File: config.mk
export PLATFORM = sky130hd
export DESIGN_NAME = lmet_cell
export DESIGN_NICKNAME = d
export VERILOG_FILES = /design/src/sv/lmet_pkg.sv /design/src/sv/lmet_cell.sv
export SDC_FILE = /design/constraint.sdc
export NUM_CORES = 1
export LEC_CHECK = 0
export BUFFER_PORTS_ARGS = -buffer_cell sky130_fd_sc_hd__buf_2
export CORE_MARGIN = 5
export CORE_UTILIZATION = 45
export DETAILED_ROUTE_END_ITERATION = 6
export GPL_TIMING_DRIVEN = 0
export PLACE_DENSITY = 0.86
export SETUP_SLACK_MARGIN = 0.4
export SLEW_MARGIN = 30
export SYNTH_ARGS = -nofsm -noshare
export SYNTH_HDL_FRONTEND = slang
export SYNTH_SLANG_ARGS = --single-unit
File: constraint.sdc
create_clock -name clk -period 2.5 [get_ports clk]
set_clock_uncertainty 0.1 [all_clocks]
set_input_delay 0.125 -clock clk [delete_from_list [all_inputs] [get_ports clk]]
set_output_delay 0.125 -clock clk [all_outputs]
set_load 0.01 [all_outputs]
File: src/sv/lmet_pkg.sv
// Package: shared constants, types and status codes of the link metric table.
`default_nettype none
package lmet_pkg;
	localparam int NumStations = 32;
	localparam int WarmupSamples = 10;
	localparam int IdxW = (NumStations > 1) ? $clog2(NumStations) : 1;
	localparam int CntW = $clog2(NumStations + 1);

	localparam logic [31:0] CostMax = 32'h7fff_ffff;
	localparam logic [31:0] CostNum = 32'd20971520;
	// ceil(2^31 / 100): exact divide by 100 for any 24-bit value after >> 31
	localparam logic [24:0] RateRecip = 25'd21474837;

	typedef enum logic [2:0] {
		ST_UPDATED  = 3'd0,
		ST_FILTERED = 3'd1,
		ST_FULL     = 3'd2,
		ST_QUERY    = 3'd3,
		ST_UNKNOWN  = 3'd4
	} status_t;

	typedef enum logic [1:0] {
		REG_EWMA_SHIFT = 2'd0,
		REG_HYST_SHIFT = 2'd1,
		REG_BASE_RATE  = 2'd2
	} reg_idx_t;

	// Search result handed from the cell row to the controller
	typedef struct packed {
		logic            hit;
		logic [IdxW-1:0] hit_idx;
		logic            free;
		logic [IdxW-1:0] free_idx;
	} search_t;
endpackage
`default_nettype wire

File: src/sv/lmet_cell.sv
// Cell: one station slot that checks the shared key against its entry and passes the search on.
`default_nettype none
module lmet_cell (
	input  wire logic                      clk,
	input  wire logic                      arst_n,
	input  wire logic                      clear,
	input  wire logic [lmet_pkg::IdxW-1:0] my_idx,
	input  wire logic [47:0]               key,
	input  wire logic                      wr_en,
	input  wire logic [47:0]               wr_mac,
	input  wire lmet_pkg::search_t         sin,
	output lmet_pkg::search_t              sout
);
	logic              valid_q;
	logic [47:0]       mac_q;
	lmet_pkg::search_t sout_d;

	// Hold the key and the valid flag of this slot
	always_ff @(posedge clk or negedge arst_n) begin
		if (!arst_n) begin
			valid_q <= 1'b0;
		end else if (wr_en) begin
			valid_q <= 1'b1;
		end
	end

	always_ff @(posedge clk) begin
		if (wr_en) begin
			mac_q <= wr_mac;
		end
	end

	// Merge this slot into the search; earliest match/free wins
	always_comb begin
		sout_d = sin;
		if (!sin.hit && valid_q && mac_q == key) begin
			sout_d.hit     = 1'b1;
			sout_d.hit_idx = my_idx;
		end
		if (!sin.free && !valid_q) begin
			sout_d.free     = 1'b1;
			sout_d.free_idx = my_idx;
		end
	end

	// Advance the search result one slot per cycle
	always_ff @(posedge clk or negedge arst_n) begin
		if (!arst_n) begin
			sout <= '0;
		end else if (clear) begin
			sout <= '0;
		end else begin
			sout <= sout_d;
		end
	end
endmodule
`default_nettype wire

Yosys cells after proc, flatten, opt, wreduce, memory -nomap -nowiden:

Index checks and enable logic that the tools add are counted.

* register bits after elaboration: 61
* bits in latches: 0
* RAM bits: 0
* memory bits (read-only): 0
* input bits: 117
* logic and storage cells: 16
* memories: 0

* add/subtract/negate cells: 0
* multiply operators: 0
* div/mod/pow operators: 0
* $lt $le $gt $ge: 0
* equality and inequality tests: 1
* shift operators: 0
* muxes and demuxes: 3
* bitwise gates (word level): 0
* reduce and logical (&&, ||, !) cells: 6

Operator list (count)
* 48-bit equality test: 1
* 12-bit two-way mux: 1
* 6-bit two-way mux: 2
* 1-bit logical AND: 3
* 1-bit logical NOT: 3

Longest topological paths before layout:

* depth in word-level cells: 5
* mapped depth: 6
* mapped depth without buffers: 6

Worst setup path after synthesis:

OpenSTA, ideal clock, no wires.

* kind: reg2reg
* start: reg mac_q[26]
* end: reg sout[10] (netlist bit)
* data arrival time: 1660 ps
* data required time: 2268 ps
* slack: 608 ps
* cell stages (with the launch flop): 7
* path through: edfxtp_1 -> xor2_1 -> nor4_1 -> nand4_1 -> nor4_4 -> mux2i_1 -> nor2_1

* word-level cells in the longest chain between the ends: 4

Ends and longest elaborated chain
* start, declared: line lmet_cell.sv:15 `logic [47:0] mac_q;`
* start signal, assigned: line lmet_cell.sv:29 `mac_q <= wr_mac;`
* 48-bit equality test: line lmet_cell.sv:36 `if (!sin.hit && valid_q && mac_q == key) begin`
* 1-bit logical AND: line lmet_cell.sv:36
* 6-bit two-way mux: line lmet_cell.sv:36
* 12-bit two-way mux: line lmet_cell.sv:50 `end else if (clear) begin`
* end signal, assigned: line lmet_cell.sv:53 `sout <= sout_d;`
* end, declared: line lmet_cell.sv:12 `output lmet_pkg::search_t sout`

No other way between the ends.
A chain may end at the register's enable or synchronous reset.

Worst setup path after layout:

* start: reg mac_q[24]
* end: reg sout[7] (netlist bit)

The elaborated chain is that of the path after synthesis.

==> results.ini <==
[finish]
fin_area_um2 = 4100
register_area_um2 = 1770
nets = 485
fin_cells = 446
n_fill_cell = 350
drive_above_1_share_pct = 40.2
final_core_util_pct = 75.4
multi_input_area_um2 = 741
synthToLayoutAreaGrowth_pct = 65.1

[clocking]
path_clk_slew_ns = 0.08
cts-root-buf = clkbuf_8
clock_sinks = 61
cts_tree = built
htree_levels = 3
clockBufferDepth = 2
cts_inserted_buffers = 9
insertion_delay_ns = 0.33

[setup_path]
slowest_stage = edfxtp_1
crit_type = reg -> reg
worstPathCellList = xor2_1 > nor4_1 > nand3_1 > nor4_4 > buf_6 > mux2i_1 > nor2_1
cp-start-kind = register
path_buf_inv = 1
cp_data_required_time_ns = 2.59
crit_family = simple AND/OR/NAND/NOR gates
crit_fanout = 6
worstPathArrival_ns = 2.20
cp-end-kind = register
max_stage_delay_ns = 0.40

[placed_design]
place_congestion = 0.845
place_area_um2 = 3210
dp_cells = 360
hpwl_um = 4220
numPortBuffers = 128

[hold_path]
hp-class = in -> async

[power_and_ir_drop]
p_leak_nw = 1.80
power_density_nw_per_um2 = 551
vdd_drop_max_mv = 0.439

[timing]
min_period_over_period_pct = 84.3
tightest_slew_ns = 0.612
rsz0062_at_grt = yes
fin_tns_setup_ns = 0
drv_slew = 0
hold_slack_ns = 0.104
setup_viol = 0
timing.fmax_mhz = 475
hold_violations = 0
max_slew_margin_pct = 59.2
layout_min_cycle_time_ns = 2.11

[routing]
num_vias = 2103
dr.pass1.iters = 5
final_antenna_net_count = 0
viasPerCell = 4.72
drc = 0
drt_iter0_drc = 56
post_drt_wl_per_cell_um = 16.6
wirelength_um = 7400

[global_route]
antenna_found_initial = 0
grt_use_total_pct = 21.4
grt_pass1_vias = 2388
grt_pass1_wl_um = 11500
grt_max_degree = 50
grt-ovfl-total = 0

[floorplan]
io_pins = 129
core_um2 = 5440
die_area_um2 = 7100
dieHeight_um = 84.3
start_util_pct = 45.7
num_rows = 27
die_w_um = 84.3

[synth]
yosysTopAreaCell = edfxtp_1
syn_nets = 277
synth.distinct_cells = 19
avgSynthCellArea_um2 = 15.5
synthArstFlopShare_pct = 21.3
netlist_area_um2 = 2480
yosysWarningCount = 0
ys_seq_area_share_pct = 71.1
yosys_register_bits = 61
yosysTopAreaCellShare_pct = 58.0
synthCells = 160
synth_edf_count = 48
synth_area_leaders = edfxtp_1 (58%), xor2_1 (16%), dfrtp_1 (13%), nor4_1 (2.8%), mux2i_1 (2.0%)
ys.flop_type = edfxtp_1

[run_status]
status = finished clean

[run]
cap_violations = 0

-- area by class of cell --
class	instances	share of cell area, %
well taps	72	2.20
flip-flops and latches	61	43.1
clock buffers	11	3.20
plain buffers	1	0.0915
multi-input cells	97	18.1
clock inverters	5	0.671
diodes	1	0.0610
repair buffers	197	32.6
inverters	1	0.0915
-- cell families after synthesis --
| family | after synthesis | share of synthesized area (%) |
|---|---|---|
| XOR/XNOR | 47 | 16.6 |
| buffers and inverters | 2 | 0.302 |
| flip-flops | 61 | 71.1 |
| multiplexers | 5 | 2.02 |
| AO/OA/AOI/OAI | 11 | 2.22 |
| AND/OR/NAND/NOR | 34 | 7.76 |
-- registers in the layout (all words and copies together), names as in the netlist --
register / flops
valid_q: 1
mac_q: 48
sout: 12
-- per-stage QoR --
step / power [mW] / setup slack [ns]
after detailed placement: 1.45 / 0.215
final: 2.26 / 0.393
after global routing: 2.37 / 0.259
after global placement: 1.44 / 0.290
after floorplan: 1.31 / 0.608
after CTS: 2.25 / 0.412
-- layout by cell type (no fill, tap or decap) --
cell             n
dlygate4sd3_1   68
o21ai_0          5
nand2b_1         1
mux2i_1          5
diode_2          1
nand2_1          5
buf_4            1
nor4_1           6
nand3_1          1
dfrtp_1         13
nor4_2           5
a21oi_1          6
xnor2_1          3
or2_2            1
buf_6            1
nor4_4           1
clkinv_2         4
nand4_1          3
clkinvlp_4       1
inv_1            1
nor2b_1          2
edfxtp_1        48
nor2_1           8
clkbuf_1         3
nor3_1           1
xor2_1          44
clkbuf_8         9
buf_2          127
-- power by group --
group	total [mW]	internal, mW	switching (mW)	leakage, nW
Combinational	0.327	0.193	0.134	1.09
Sequential	1.21	1.18	0.0320	0.633
Clock	0.721	0.353	0.368	0.0829
Total	2.26	1.72	0.534	1.80
-- Yosys cell counts (2+ instances only) --
| library cell | instances |
|---|---|
| a21oi_1 | 6 |
| dfrtp_1 | 13 |
| edfxtp_1 | 48 |
| mux2i_1 | 5 |
| nand2_1 | 5 |
| nand4_1 | 3 |
| nor2_1 | 8 |
| nor2b_1 | 2 |
| nor4_1 | 11 |
| o21ai_0 | 5 |
| xnor2_1 | 3 |
| xor2_1 | 44 |
-- path summary, 6_finish.rpt --
path	start	end	slack, ns	cells after the start
setup / recovery	mac_q[24]$_DFFE_PP_	sout[7]$_DFF_PN0_	0.39	7
hold reg to reg	valid_q$_DFFE_PN0P_	sout[5]$_DFF_PN0_	0.51	1
hold / removal	arst_n	sout[6]$_DFF_PN0_	0.10	2
min in group clk	wr_en	mac_q[19]$_DFFE_PP_	0.23	1
setup reg to reg	mac_q[24]$_DFFE_PP_	sout[7]$_DFF_PN0_	0.39	7
max in group asynchronous	arst_n	sout[9]$_DFF_PN0_	1.97	2
-- layer usage --
layer	part of all wire (%)	GRT usage [%]	wire, um	vias up
li1	-	-	-	994
met1	33	20.7	2470	974
met2	56	39.5	4120	115
met3	8.4	7.75	618	20
met4	2.7	10.8	197	0
met5	0	0	0	-
-- what timing repair did --
| item | in CTS | in global routing |
|---|---|---|
| setup buffers | 1 | 0 |
| endpoints found under the hold margin | 73 | 0 |
| gates resized for setup | 1 | 5 |
| hold buffers | 68 | 0 |
| pin swaps | 1 | 4 |
| endpoints found under the setup margin | 6 | 5 |
(Power assumes the default switching activity.)
